## src/rtl/daa_pkg.sv

```systemverilog
// Package: shared constants, types and codes for the deadlock-avoidance allocator.
`timescale 1ns / 1ps
package daa_pkg;
    localparam int CUSTOMERS_DEF = 8;
    localparam int RESOURCE_TYPES_DEF = 4;
    localparam int MAX_RES = 4;
    localparam int UNIT_W = 8;
    localparam int CUST_W = 3;
    localparam int FUNC_W = 2;
    localparam int STAT_W = 2;
    localparam int NUM_REGS = 4;

    typedef logic [UNIT_W-1:0] unit_t;

    localparam logic [FUNC_W-1:0] FUNC_SETMAX  = 2'd0;
    localparam logic [FUNC_W-1:0] FUNC_REQUEST = 2'd1;
    localparam logic [FUNC_W-1:0] FUNC_RELEASE = 2'd2;
    localparam logic [FUNC_W-1:0] FUNC_INIT    = 2'd3;

    localparam logic [STAT_W-1:0] ST_OK     = 2'd0;
    localparam logic [STAT_W-1:0] ST_AVAIL  = 2'd1;
    localparam logic [STAT_W-1:0] ST_NEED   = 2'd2;
    localparam logic [STAT_W-1:0] ST_UNSAFE = 2'd3;

    // Controller to datapath commands
    typedef struct packed {
        logic load;      // capture input item
        logic do_init;   // load available, clear tables
        logic do_setmax;
        logic do_release;
        logic do_grant;  // apply tentative grant, start work vector
        logic do_check;  // examine the row at the scan pointer
        logic new_pass;  // clear progress flag, restart scan
        logic rollback;
    } daa_cmd_t;

    // Datapath to controller status
    typedef struct packed {
        logic [FUNC_W-1:0] func;
        logic              cust_ok;
        logic [STAT_W-1:0] pre_status; // per-resource check result
        logic              all_done;
        logic              last_row;
        logic              progress;
    } daa_sts_t;
endpackage

```

## src/rtl/daa_if.sv

```systemverilog
// Interfaces: valid/ready channels for operation items and status results.
`timescale 1ns / 1ps
interface daa_op_if;
    import daa_pkg::*;
    logic              valid;
    logic              ready;
    logic [FUNC_W-1:0] func;
    logic [CUST_W-1:0] customer;
    logic [UNIT_W-1:0] amount_0;
    logic [UNIT_W-1:0] amount_1;
    logic [UNIT_W-1:0] amount_2;
    logic [UNIT_W-1:0] amount_3;
    modport source (output valid, func, customer, amount_0, amount_1, amount_2, amount_3,
                    input ready);
    modport sink (input valid, func, customer, amount_0, amount_1, amount_2, amount_3,
                  output ready);
endinterface

interface daa_res_if;
    import daa_pkg::*;
    logic              valid;
    logic              ready;
    logic [STAT_W-1:0] status;
    modport source (output valid, status, input ready);
    modport sink (input valid, status, output ready);
endinterface

```

## src/rtl/daa_datapath.sv

```systemverilog
// Datapath: available vector, maximum and allocation rows, work vector and scan pointer.
`timescale 1ns / 1ps
module daa_datapath
    import daa_pkg::*;
#(
    parameter int CUSTOMERS = CUSTOMERS_DEF,
    parameter int RESOURCE_TYPES = RESOURCE_TYPES_DEF
)(
    input  logic              clk,
    input  logic              rst_n,
    input  daa_cmd_t          cmd,
    output daa_sts_t          sts,
    input  logic [FUNC_W-1:0] in_func,
    input  logic [CUST_W-1:0] in_cust,
    input  unit_t             in_amt [MAX_RES],
    input  unit_t             init_av [MAX_RES]
);
    localparam int PW = (CUSTOMERS > 1) ? $clog2(CUSTOMERS) : 1;
    localparam int WW = UNIT_W + 5;

    unit_t                max_reg   [CUSTOMERS][RESOURCE_TYPES];
    unit_t                alloc_reg [CUSTOMERS][RESOURCE_TYPES];
    unit_t                avail_reg [RESOURCE_TYPES];
    unit_t                amt_reg   [RESOURCE_TYPES];
    logic [WW-1:0]        work_reg  [RESOURCE_TYPES];
    logic [CUSTOMERS-1:0] done_reg;
    logic [FUNC_W-1:0]    func_reg;
    logic [CUST_W-1:0]    cust_reg;
    logic [PW-1:0]        ptr_reg;
    logic                 prog_reg;

    logic          cust_ok;
    logic [PW-1:0] ci;
    logic          fits;
    logic [STAT_W-1:0] pre;

    assign cust_ok = int'(cust_reg) < CUSTOMERS;
    assign ci = PW'(cust_reg);

    // Row fit test at the scan pointer, all resources in parallel
    always_comb
    begin
        fits = !done_reg[ptr_reg];
        for (int r = 0; r < RESOURCE_TYPES; r++)
        begin
            if ({1'b0, max_reg[ptr_reg][r]} > {1'b0, alloc_reg[ptr_reg][r]} &&
                WW'(max_reg[ptr_reg][r] - alloc_reg[ptr_reg][r]) > work_reg[r])
                fits = 1'b0;
        end
    end

    // Per-resource request checks in index order, first failure wins
    always_comb
    begin
        pre = ST_OK;
        for (int r = RESOURCE_TYPES-1; r >= 0; r--)
        begin
            if (amt_reg[r] > avail_reg[r])
                pre = ST_AVAIL;
            else if ({1'b0, alloc_reg[ci][r]} + {1'b0, amt_reg[r]} > {1'b0, max_reg[ci][r]})
                pre = ST_NEED;
        end
    end

    always_comb
    begin
        sts.func = func_reg;
        sts.cust_ok = cust_ok;
        sts.pre_status = pre;
        sts.all_done = &done_reg;
        sts.last_row = ptr_reg == PW'(CUSTOMERS-1);
        sts.progress = prog_reg;
    end

    always_ff @(posedge clk or negedge rst_n)
    begin
        if (!rst_n)
        begin
            for (int c = 0; c < CUSTOMERS; c++)
                for (int r = 0; r < RESOURCE_TYPES; r++)
                begin
                    max_reg[c][r] <= '0;
                    alloc_reg[c][r] <= '0;
                end
            for (int r = 0; r < RESOURCE_TYPES; r++)
            begin
                avail_reg[r] <= '0;
                amt_reg[r] <= '0;
                work_reg[r] <= '0;
            end
            func_reg <= '0;
            cust_reg <= '0;
            done_reg <= '0;
            ptr_reg <= '0;
            prog_reg <= 1'b0;
        end
        else
        begin
            if (cmd.load)
            begin
                func_reg <= in_func;
                cust_reg <= in_cust;
                for (int r = 0; r < RESOURCE_TYPES; r++)
                    amt_reg[r] <= in_amt[r];
            end
            if (cmd.do_init)
            begin
                for (int r = 0; r < RESOURCE_TYPES; r++)
                    avail_reg[r] <= init_av[r];
                for (int c = 0; c < CUSTOMERS; c++)
                    for (int r = 0; r < RESOURCE_TYPES; r++)
                    begin
                        max_reg[c][r] <= '0;
                        alloc_reg[c][r] <= '0;
                    end
            end
            if (cmd.do_setmax)
                for (int r = 0; r < RESOURCE_TYPES; r++)
                    max_reg[ci][r] <= amt_reg[r];
            if (cmd.do_release)
                for (int r = 0; r < RESOURCE_TYPES; r++)
                begin
                    if (amt_reg[r] > alloc_reg[ci][r])
                    begin
                        avail_reg[r] <= avail_reg[r] + alloc_reg[ci][r];
                        alloc_reg[ci][r] <= '0;
                    end
                    else
                    begin
                        avail_reg[r] <= avail_reg[r] + amt_reg[r];
                        alloc_reg[ci][r] <= alloc_reg[ci][r] - amt_reg[r];
                    end
                end
            // Tentative grant; work vector starts from the new available
            if (cmd.do_grant)
            begin
                for (int r = 0; r < RESOURCE_TYPES; r++)
                begin
                    avail_reg[r] <= avail_reg[r] - amt_reg[r];
                    alloc_reg[ci][r] <= alloc_reg[ci][r] + amt_reg[r];
                    work_reg[r] <= WW'(avail_reg[r] - amt_reg[r]);
                end
                done_reg <= '0;
                ptr_reg <= '0;
                prog_reg <= 1'b0;
            end
            if (cmd.new_pass)
            begin
                ptr_reg <= '0;
                prog_reg <= 1'b0;
            end
            // One row per cycle within a pass; a finishing row frees its allocation at once
            if (cmd.do_check)
            begin
                if (fits)
                begin
                    done_reg[ptr_reg] <= 1'b1;
                    prog_reg <= 1'b1;
                    for (int r = 0; r < RESOURCE_TYPES; r++)
                        work_reg[r] <= work_reg[r] + WW'(alloc_reg[ptr_reg][r]);
                end
                if (ptr_reg != PW'(CUSTOMERS-1))
                    ptr_reg <= ptr_reg + 1'b1;
            end
            if (cmd.rollback)
                for (int r = 0; r < RESOURCE_TYPES; r++)
                begin
                    avail_reg[r] <= avail_reg[r] + amt_reg[r];
                    alloc_reg[ci][r] <= alloc_reg[ci][r] - amt_reg[r];
                end
        end
    end
endmodule

```

## src/rtl/daa_ctrl.sv

```systemverilog
// Controller: sequences each operation and the safety-check passes.
`timescale 1ns / 1ps
module daa_ctrl
    import daa_pkg::*;
(
    input  logic              clk,
    input  logic              rst_n,
    input  logic              in_valid,
    output logic              in_ready,
    output logic              out_valid,
    input  logic              out_ready,
    output logic [STAT_W-1:0] out_status,
    output daa_cmd_t          cmd,
    input  daa_sts_t          sts
);
    localparam logic [2:0] S_IDLE  = 3'd0;
    localparam logic [2:0] S_EXEC  = 3'd1;
    localparam logic [2:0] S_SCAN  = 3'd2;
    localparam logic [2:0] S_PASS  = 3'd3;
    localparam logic [2:0] S_RESP  = 3'd4;

    logic [2:0]        state_reg, state_next;
    logic [STAT_W-1:0] stat_reg, stat_next;

    assign in_ready = state_reg == S_IDLE;
    assign out_valid = state_reg == S_RESP;
    assign out_status = stat_reg;

    always_comb
    begin
        state_next = state_reg;
        stat_next = stat_reg;
        cmd = '0;
        case (state_reg)
            S_IDLE:
            begin
                if (in_valid)
                begin
                    cmd.load = 1'b1;
                    state_next = S_EXEC;
                end
            end
            S_EXEC:
            begin
                stat_next = ST_OK;
                state_next = S_RESP;
                if (sts.func == FUNC_INIT)
                    cmd.do_init = 1'b1;
                else if (sts.cust_ok)
                begin
                    case (sts.func)
                        FUNC_SETMAX:  cmd.do_setmax = 1'b1;
                        FUNC_RELEASE: cmd.do_release = 1'b1;
                        default:
                        begin
                            if (sts.pre_status != ST_OK)
                                stat_next = sts.pre_status;
                            else
                            begin
                                cmd.do_grant = 1'b1;
                                state_next = S_SCAN;
                            end
                        end
                    endcase
                end
            end
            S_SCAN:
            begin
                cmd.do_check = 1'b1;
                if (sts.last_row)
                    state_next = S_PASS;
            end
            // End of a pass: safe, unsafe, or another pass
            S_PASS:
            begin
                if (sts.all_done)
                    state_next = S_RESP;
                else if (!sts.progress)
                begin
                    cmd.rollback = 1'b1;
                    stat_next = ST_UNSAFE;
                    state_next = S_RESP;
                end
                else
                begin
                    cmd.new_pass = 1'b1;
                    state_next = S_SCAN;
                end
            end
            S_RESP:
            begin
                if (out_ready)
                    state_next = S_IDLE;
            end
            default: state_next = S_IDLE;
        endcase
    end

    always_ff @(posedge clk or negedge rst_n)
    begin
        if (!rst_n)
        begin
            state_reg <= S_IDLE;
            stat_reg <= ST_OK;
        end
        else
        begin
            state_reg <= state_next;
            stat_reg <= stat_next;
        end
    end
endmodule

```

## src/rtl/deadlock_avoidance_allocator_top.sv

```systemverilog
// Top level: Banker's algorithm allocator with APB configuration port.
//
// channel | dir | payload                                  | transfer
// op      | in  | func, customer, amount_0..amount_3       | valid && ready
// res     | out | status                                   | valid && ready
// apb     | in  | paddr[3:0], pwdata[31:0], prdata[31:0]   | psel && penable && pwrite
//
// Set maximum, release, initialize and failed requests: the input item is registered, the EXEC
// state applies the operation, and the result is then offered from the RESP state.
// A checked request adds up to CUSTOMERS passes of CUSTOMERS row checks, each pass closed
// by the PASS state, one row at a time through the single-row fit comparator.
// One item at a time; a new item is taken after the result has been transferred.
// Reset clears the tables, the available vector and the registers at once.
`timescale 1ns / 1ps
module deadlock_avoidance_allocator_top
    import daa_pkg::*;
#(
    parameter int CUSTOMERS = CUSTOMERS_DEF,
    parameter int RESOURCE_TYPES = RESOURCE_TYPES_DEF
)(
    input  logic        clk,
    input  logic        rst_n,
    daa_op_if.sink      op,
    daa_res_if.source   res,
    input  logic        psel,
    input  logic        penable,
    input  logic        pwrite,
    input  logic [3:0]  paddr,
    input  logic [31:0] pwdata,
    output logic [31:0] prdata,
    output logic        pready
);
    unit_t    cfg_reg [NUM_REGS];
    unit_t    amt [MAX_RES];
    daa_cmd_t cmd;
    daa_sts_t sts;
    logic     wr;

    assign pready = 1'b1;
    assign wr = psel && penable && pwrite;

    // Configuration registers
    always_ff @(posedge clk or negedge rst_n)
    begin
        if (!rst_n)
        begin
            for (int i = 0; i < NUM_REGS; i++)
                cfg_reg[i] <= '0;
        end
        else if (wr && paddr[1:0] == 2'b00)
            cfg_reg[paddr[3:2]] <= pwdata[UNIT_W-1:0];
    end

    assign prdata = (paddr[1:0] == 2'b00) ? {24'd0, cfg_reg[paddr[3:2]]} : 32'd0;

    assign amt[0] = op.amount_0;
    assign amt[1] = op.amount_1;
    assign amt[2] = op.amount_2;
    assign amt[3] = op.amount_3;

    daa_ctrl u_ctrl (
        .clk(clk), .rst_n(rst_n),
        .in_valid(op.valid), .in_ready(op.ready),
        .out_valid(res.valid), .out_ready(res.ready), .out_status(res.status),
        .cmd(cmd), .sts(sts)
    );

    daa_datapath #(.CUSTOMERS(CUSTOMERS), .RESOURCE_TYPES(RESOURCE_TYPES)) u_dp (
        .clk(clk), .rst_n(rst_n), .cmd(cmd), .sts(sts),
        .in_func(op.func), .in_cust(op.customer), .in_amt(amt), .init_av(cfg_reg)
    );

    // Never take an item while a result is pending
    a_no_overlap: assert property (@(posedge clk) disable iff (!rst_n)
        !(op.ready && res.valid)) else $error("input taken while result pending");
    // A transfer in is never directly followed by a valid result
    a_latency: assert property (@(posedge clk) disable iff (!rst_n)
        (op.valid && op.ready) |=> !res.valid) else $error("result too early");
    // At most one of the init, set-maximum, release, grant, check and rollback commands at a time
    a_cmd_onehot: assert property (@(posedge clk) disable iff (!rst_n)
        $onehot0({cmd.do_init, cmd.do_setmax, cmd.do_release, cmd.do_grant,
                  cmd.do_check, cmd.rollback})) else $error("conflicting commands");
endmodule
```

## src/flat_wrapper.sv

```systemverilog
// flat-port wrapper written by rule: the top's interface ports become plain ports
module deadlock_avoidance_allocator_top_flat import daa_pkg::*;
#(
    parameter int CUSTOMERS = CUSTOMERS_DEF,
    parameter int RESOURCE_TYPES = RESOURCE_TYPES_DEF
)
  (clk, rst_n, psel, penable, pwrite, paddr, pwdata, prdata, pready, op_valid, op_func, op_customer, op_amount_0, op_amount_1, op_amount_2, op_amount_3, op_ready, res_valid, res_status, res_ready);
  daa_op_if op_i ();
  daa_res_if res_i ();
  input  logic clk;
  input  logic rst_n;
  input  logic psel;
  input  logic penable;
  input  logic pwrite;
  input  logic [3:0] paddr;
  input  logic [31:0] pwdata;
  output logic [31:0] prdata;
  output logic pready;
  input wire logic [$bits(op_i.valid)-1:0] op_valid;
  input wire logic [$bits(op_i.func)-1:0] op_func;
  input wire logic [$bits(op_i.customer)-1:0] op_customer;
  input wire logic [$bits(op_i.amount_0)-1:0] op_amount_0;
  input wire logic [$bits(op_i.amount_1)-1:0] op_amount_1;
  input wire logic [$bits(op_i.amount_2)-1:0] op_amount_2;
  input wire logic [$bits(op_i.amount_3)-1:0] op_amount_3;
  output wire logic [$bits(op_i.ready)-1:0] op_ready;
  output wire logic [$bits(res_i.valid)-1:0] res_valid;
  output wire logic [$bits(res_i.status)-1:0] res_status;
  input wire logic [$bits(res_i.ready)-1:0] res_ready;
  assign op_i.valid = op_valid;
  assign op_i.func = op_func;
  assign op_i.customer = op_customer;
  assign op_i.amount_0 = op_amount_0;
  assign op_i.amount_1 = op_amount_1;
  assign op_i.amount_2 = op_amount_2;
  assign op_i.amount_3 = op_amount_3;
  assign op_ready = op_i.ready;
  assign res_valid = res_i.valid;
  assign res_status = res_i.status;
  assign res_i.ready = res_ready;
  deadlock_avoidance_allocator_top #(.CUSTOMERS(CUSTOMERS), .RESOURCE_TYPES(RESOURCE_TYPES)) u_core (.clk(clk), .rst_n(rst_n), .op(op_i), .res(res_i), .psel(psel), .penable(penable), .pwrite(pwrite), .paddr(paddr), .pwdata(pwdata), .prdata(prdata), .pready(pready));
endmodule
```

## config.mk

```make
export PLATFORM = sky130hd
export DESIGN_NAME = deadlock_avoidance_allocator_top_flat
export DESIGN_NICKNAME = d
export VERILOG_FILES = /design/src/rtl/daa_pkg.sv /design/src/rtl/daa_if.sv /design/src/rtl/daa_datapath.sv /design/src/rtl/daa_ctrl.sv /design/src/rtl/deadlock_avoidance_allocator_top.sv /design/src/flat_wrapper.sv
export SDC_FILE = /design/constraint.sdc
export NUM_CORES = 2
export LEC_CHECK = 0
export BUFFER_PORTS_ARGS = -buffer_cell sky130_fd_sc_hd__buf_2
export CAP_MARGIN = 15
export CORE_AREA = 2 2 349 351
export CTS_BUF_LIST = sky130_fd_sc_hd__clkbuf_16
export DETAILED_ROUTE_END_ITERATION = 10
export DIE_AREA = 0 0 351 353
export GPL_TIMING_DRIVEN = 0
export HOLD_SLACK_MARGIN = 0.12
export MAX_ROUTING_LAYER = met4
export PLACE_DENSITY = 0.6
export SKIP_CTS_REPAIR_TIMING = 1
export SYNTH_ARGS = -nofsm -noshare
export SYNTH_HDL_FRONTEND = slang
export SYNTH_HIERARCHICAL = 1
export SYNTH_SLANG_ARGS = --single-unit
```

## constraint.sdc

```tcl
create_clock -name clk -period 8.3 [get_ports clk]
set_input_delay 0.83 -clock clk [delete_from_list [all_inputs] [get_ports clk]]
set_output_delay 0.83 -clock clk [all_outputs]
set_load 0.005 [all_outputs]
```

Yosys cells after proc, flatten, opt, wreduce, memory -nomap -nowiden
Cells that the tools add are included.
- bits in registers: 682
- latch bits: 0
- memory bits (writable): 0
- ROM bits: 0
- output and inout bits: 37
- logic and storage cells: 320
- memories kept: 0
- $add $sub $neg: 37
- $mul: 0
- div/mod/pow operators: 0
- magnitude comparators: 27
- equal/unequal tests: 13
- shift-type cells: 0
- mux-type cells: 123
- bitwise operators: 12
- reductions and logical operators: 21
- operators with widths (cell ; number):
    256-bit bitwise mux ; 16
    256-bit two-way mux ; 13
    256-bit AND ; 4
    256-bit NOT ; 4
    32-bit two-way mux ; 13
    32-bit binary-select mux with 3-bit select ; 4
    32-bit demux with 3-bit select ; 4
    52-bit two-way mux ; 3
    8-bit adder ; 12
    8-bit greater-than comparator ; 12
    8-bit two-way mux ; 12
    8-bit by 8-bit subtractor with 9-bit output ; 8
    8-bit subtractor ; 8
    13-bit by 8-bit adder with 13-bit output ; 4
    13-bit greater-than comparator ; 4
    3-bit two-way mux ; 13
    8-bit by 8-bit adder with 9-bit output ; 4
    9-bit by 8-bit greater-than comparator with 1-bit output ; 4
    32-bit bitwise mux ; 1
    2-bit two-way mux ; 15
    24-bit two-way mux ; 1
    1-bit two-way mux ; 20
    8-bit binary-select mux with 2-bit select ; 1
    8-bit demux with 2-bit select ; 1
    other kinds (32) ; 52

Depth between registers and ports, before layout
- depth after elaboration: 42
- mapped depth: 35

Modules after synthesis
The synthesis kept the hierarchy.
- modules (own cells, without submodules) (module ; times used ; cells each ; area each (um2) ; seq. area each (um2)):
    daa_datapath ; 1 ; 5470 ; 45526.2 ; 16140.5
    deadlock_avoidance_allocator_top ; 1 ; 119 ; 1750.4 ; 800.8
    daa_ctrl ; 1 ; 38 ; 364.1 ; 125.1

Worst setup path before layout
OpenSTA, ideal clock, no wires.
- path type: register -> register
- start point: reg u_core.u_dp.cust_reg[1], in the netlist u_core/u_dp/ci[1]
- end point: reg u_core.u_dp.prog_reg
- data arrival time: 6.869 ns
- setup slack: 1.297 ns
- stages on the path, launching flop included: 33
- path buffers: 8
- clock period less this slack: 7.003 ns
- cell sequence: dfrtp_1 buf_1 nor2_1 and2_0 clkbuf_1 buf_1 a22oi_1 and4_1 inv_1 fa_1 nor2b_1 o21ai_0 a21oi_1 or4_1 nand3_1 ha_1 a21o_1 a21o_1 a21oi_1 o211ai_1 a2111oi_0 a221o_1 a31oi_1 nor2_1 and3_1 clkbuf_1 clkbuf_1 buf_1 clkbuf_1 buf_1 nor2_1 nand2_1 nand2_1
- RTL lines (what ; line ; RTL):
    start, declared ; daa_datapath.sv:28 ; logic [CUST_W-1:0] cust_reg;
    start signal, assigned ; daa_datapath.sv:102 ; cust_reg <= in_cust;
    end signal, assigned ; daa_datapath.sv:95 ; prog_reg <= 1'b0;
    end signal, assigned ; daa_datapath.sv:145 ; prog_reg <= 1'b0;
    end signal, assigned ; daa_datapath.sv:150 ; prog_reg <= 1'b0;
    end, declared ; daa_datapath.sv:30 ; logic prog_reg;

==> flow_metrics.env <==
export IMPL_outcome="complete, but fails checks"
export IMPL_violations="setup timing"
export IMPL_p_per_area_mw_per_mm2=571
export IMPL_htree_levels=3
export IMPL_hold_start="op_amount_0[1]"
export IMPL_ant_nets=0
export IMPL_totalWireLength_um=338000
export IMPL_irDropWorstVdd_uv=321
export IMPL_synth_ff_type="dfrtp_1"
export IMPL_hp_class="in2reg"
export IMPL_cts_sinks=682
export IMPL_synthToLayoutAreaGrowth_pct=18.5
export IMPL_final_setup_tns_ns=-7.80
export IMPL_synth_top_family_by_area="compound AO/OA/AOI/OAI gates"
export IMPL_crit_start="u_core/u_dp/ci[2]$_DFFE_PN0P_"
export IMPL_yosys_register_bits=682
export IMPL_root_buffer="clkbuf_16"
export IMPL_firstDrtPassIters=10
export IMPL_die_y_um=353
export IMPL_ff2ff_path_depth=33
export IMPL_rows=128
export IMPL_io_buffer_count=67
export IMPL_synthCells=5627
export IMPL_slowest_stage="clkbuf_1"
export IMPL_whs_ns=0.311
export IMPL_clk_latency_ns=0.75
export IMPL_grt_total_usage_pct=54.8
export IMPL_whs_path_depth=3
export IMPL_ys_seq_area_share_pct=35.8
export IMPL_arrival_ns=9.03
export IMPL_core_area_mm2=0.121
export IMPL_critPathMaxStageDelay_ns=0.71
export IMPL_cp_end_kind="flip-flop"
export IMPL_cts_buffers=87
export IMPL_hold_viol_final=0
export IMPL_floorplan_initialDensity_pct=39.5
export IMPL_setup_violations=143
export IMPL_avgRoutedWirePerCell_um=43.8
export IMPL_tightest_slew_ns=1.47
export IMPL_fin_worst_skew_ns=0.0459
export IMPL_worstSetupStartpointType="flip-flop"
export IMPL_path_max_fanout=10
export IMPL_post_route_cell_area_mm2=0.0565
export IMPL_gp_congestion=1.12
export IMPL_cp_required_ns=8.86
export IMPL_reg2reg_from="u_core/u_dp/ci[2]$_DFFE_PN0P_"
export IMPL_synthXorXnorAreaFrac_pct=2.57
export IMPL_grt_pass1_wl_um=445000
export IMPL_syn_avg_cell_area_um2=8.47
export IMPL_die_w_um=351
export IMPL_slew_headroom_pct=2.21
export IMPL_drive_above_1_share_pct=12.1
export IMPL_routed_via_count=54732
export IMPL_drc=0
export IMPL_synthMuxAreaShare_pct=2.78
export IMPL_setup_ws_ns=-0.170
export IMPL_p_leak_nw=24.1
export IMPL_synth_simple_area_share_pct=15.8
export IMPL_nNetsFinal=6385
export IMPL_synth_fa_ha_area_share_pct=9.11
export IMPL_vias_per_cell=7.08
export IMPL_ios=117
export IMPL_synth_compound_area_share_pct=28.0
export IMPL_maxCapViolCount=0
export IMPL_clk_path_buf_depth=3
export IMPL_cts_tree="yes"
export IMPL_path_clk_slew_ns=0.06
export IMPL_fin_crit_ns=8.47
export IMPL_grt_max_degree=108
export IMPL_fin_util_pct=46.8
export IMPL_antenna_found_initial=43
export IMPL_yosysWarnings=6
export IMPL_finalMaxSlewViolations=0
export IMPL_synth_edff_count=0
export IMPL_async_flop_share_pct=100
export IMPL_grt_pass1_vias=49961
export IMPL_synth_cell_types=89
export IMPL_max_freq_mhz=118
export IMPL_first_iter_violations=10089
export IMPL_path_class="reg2reg"
export IMPL_placed_cell_area_mm2=0.0521
export IMPL_die_area_mm2=0.124
export IMPL_netlist_area_mm2=0.0476
export IMPL_grt_overflow=0
export IMPL_preCtsSetupSlack_ns=-5.99
export IMPL_fin_crit_sh_pct=102
export IMPL_dp_hpwl_um=255000
==> area by class of cell <==
cell class | count | area [um2]
repair buffers | 251 | 2840
fillers | 11861 | 64100
well taps | 1625 | 2030
inverters | 242 | 917
clock inverters | 71 | 662
plain buffers | 444 | 2130
diodes | 56 | 140
flip-flops and latches | 682 | 17100
multi-input cells | 4267 | 28400
clock buffers | 89 | 2230
==> logic make-up after synthesis <==
family                   count (synthesis)
XOR/XNOR                               135
multiplexers                           109
adder cells (fa/ha/maj)                330
flip-flops                             682
AND/OR/NAND/NOR                       1610
buffers and inverters                  701
other                                    3
AO/OA/AOI/OAI                         2057
==> where the power goes <==
group,switching [mW],leakage [nW],internal [mW]
clock network,1.77,1.50,2.26
logic,15.6,13.7,6.83
registers,1.33,8.90,4.47
==> per-layer routing <==
metal  vias up  global-route usage [%]  share of wire (%)
li1      21396                       -                  -
met5         -                       -                  0
met4         0                    41.7                 10
met1     26901                    63.6                 36
met2      4971                    69.2                 38
met3      1464                    30.0                 16
==> critical path: cells and delay by family, from the launching register on <==
kind                     cells  cell delay, ns
AO/OA/AOI/OAI               10            1.72
flip-flops                   1            0.40
adder cells (fa/ha/maj)      2            0.67
AND/OR/NAND/NOR              6            1.78
buffers and inverters       14            3.35
XOR/XNOR                     1            0.28
==> cells in the final DEF (no fill, tap or decap), types with 68 or more instances in the layout <==
cell / count
a22oi_1: 543
clkbuf_2: 73
clkbuf_1: 263
dfrtp_1: 680
nor2_1: 249
nand3_1: 78
xnor2_1: 75
nand2_1: 785
o22ai_1: 84
a21oi_1: 328
buf_2: 79
nand4_1: 77
clkbuf_16: 89
nor2b_1: 68
buf_4: 102
inv_1: 259
ha_1: 298
buf_8: 78
o21ai_0: 572
a31oi_1: 68
==> cells in the mapped netlist (67+ instances only) <==
library cell    n  area (um2)
dfrtp_1       682       17100
nand4_1        77         482
nand2_1       791        2970
o22ai_1        85         532
clkbuf_1      387        1450
nor2_1        262         983
nand3_1        83         415
ha_1          302        3780
inv_1         239         897
xnor2_1        87         762
o21ai_0       578        2890
nor3_1         67         335
nor2b_1        70         438
a31oi_1        69         432
a22oi_1       543        4080
a21oi_1       332        1660
==> stage by stage <==
stage	cells	total power [mW]
5_1_grt	7716	32.7
2_1_floorplan	5650	16.0
4_1_cts	7620	29.7
3_3_place_gp	7342	24.7
3_5_place_dp	7460	25.6
6_report	7727	32.2
==> path summary, 6_finish.rpt <==
check	endpoint	slack, ns
setup / recovery	u_core/u_dp/alloc_reg[30]$_DFF_PN0_	-0.17
hold / removal	u_core/u_dp/amt_reg[25]$_DFFE_PN0P_	0.31
setup reg to reg	u_core/u_dp/alloc_reg[30]$_DFF_PN0_	-0.17
hold reg to reg	u_core/u_dp/prog_reg$_DFF_PN0_	0.50
max in group asynchronous	u_core/u_dp/amt_reg[12]$_DFFE_PN0P_	5.83
min in group asynchronous	u_core/u_dp/max_reg[107]$_DFF_PN0_	0.63
No activity file was read; power rests on OpenSTA's default activity.
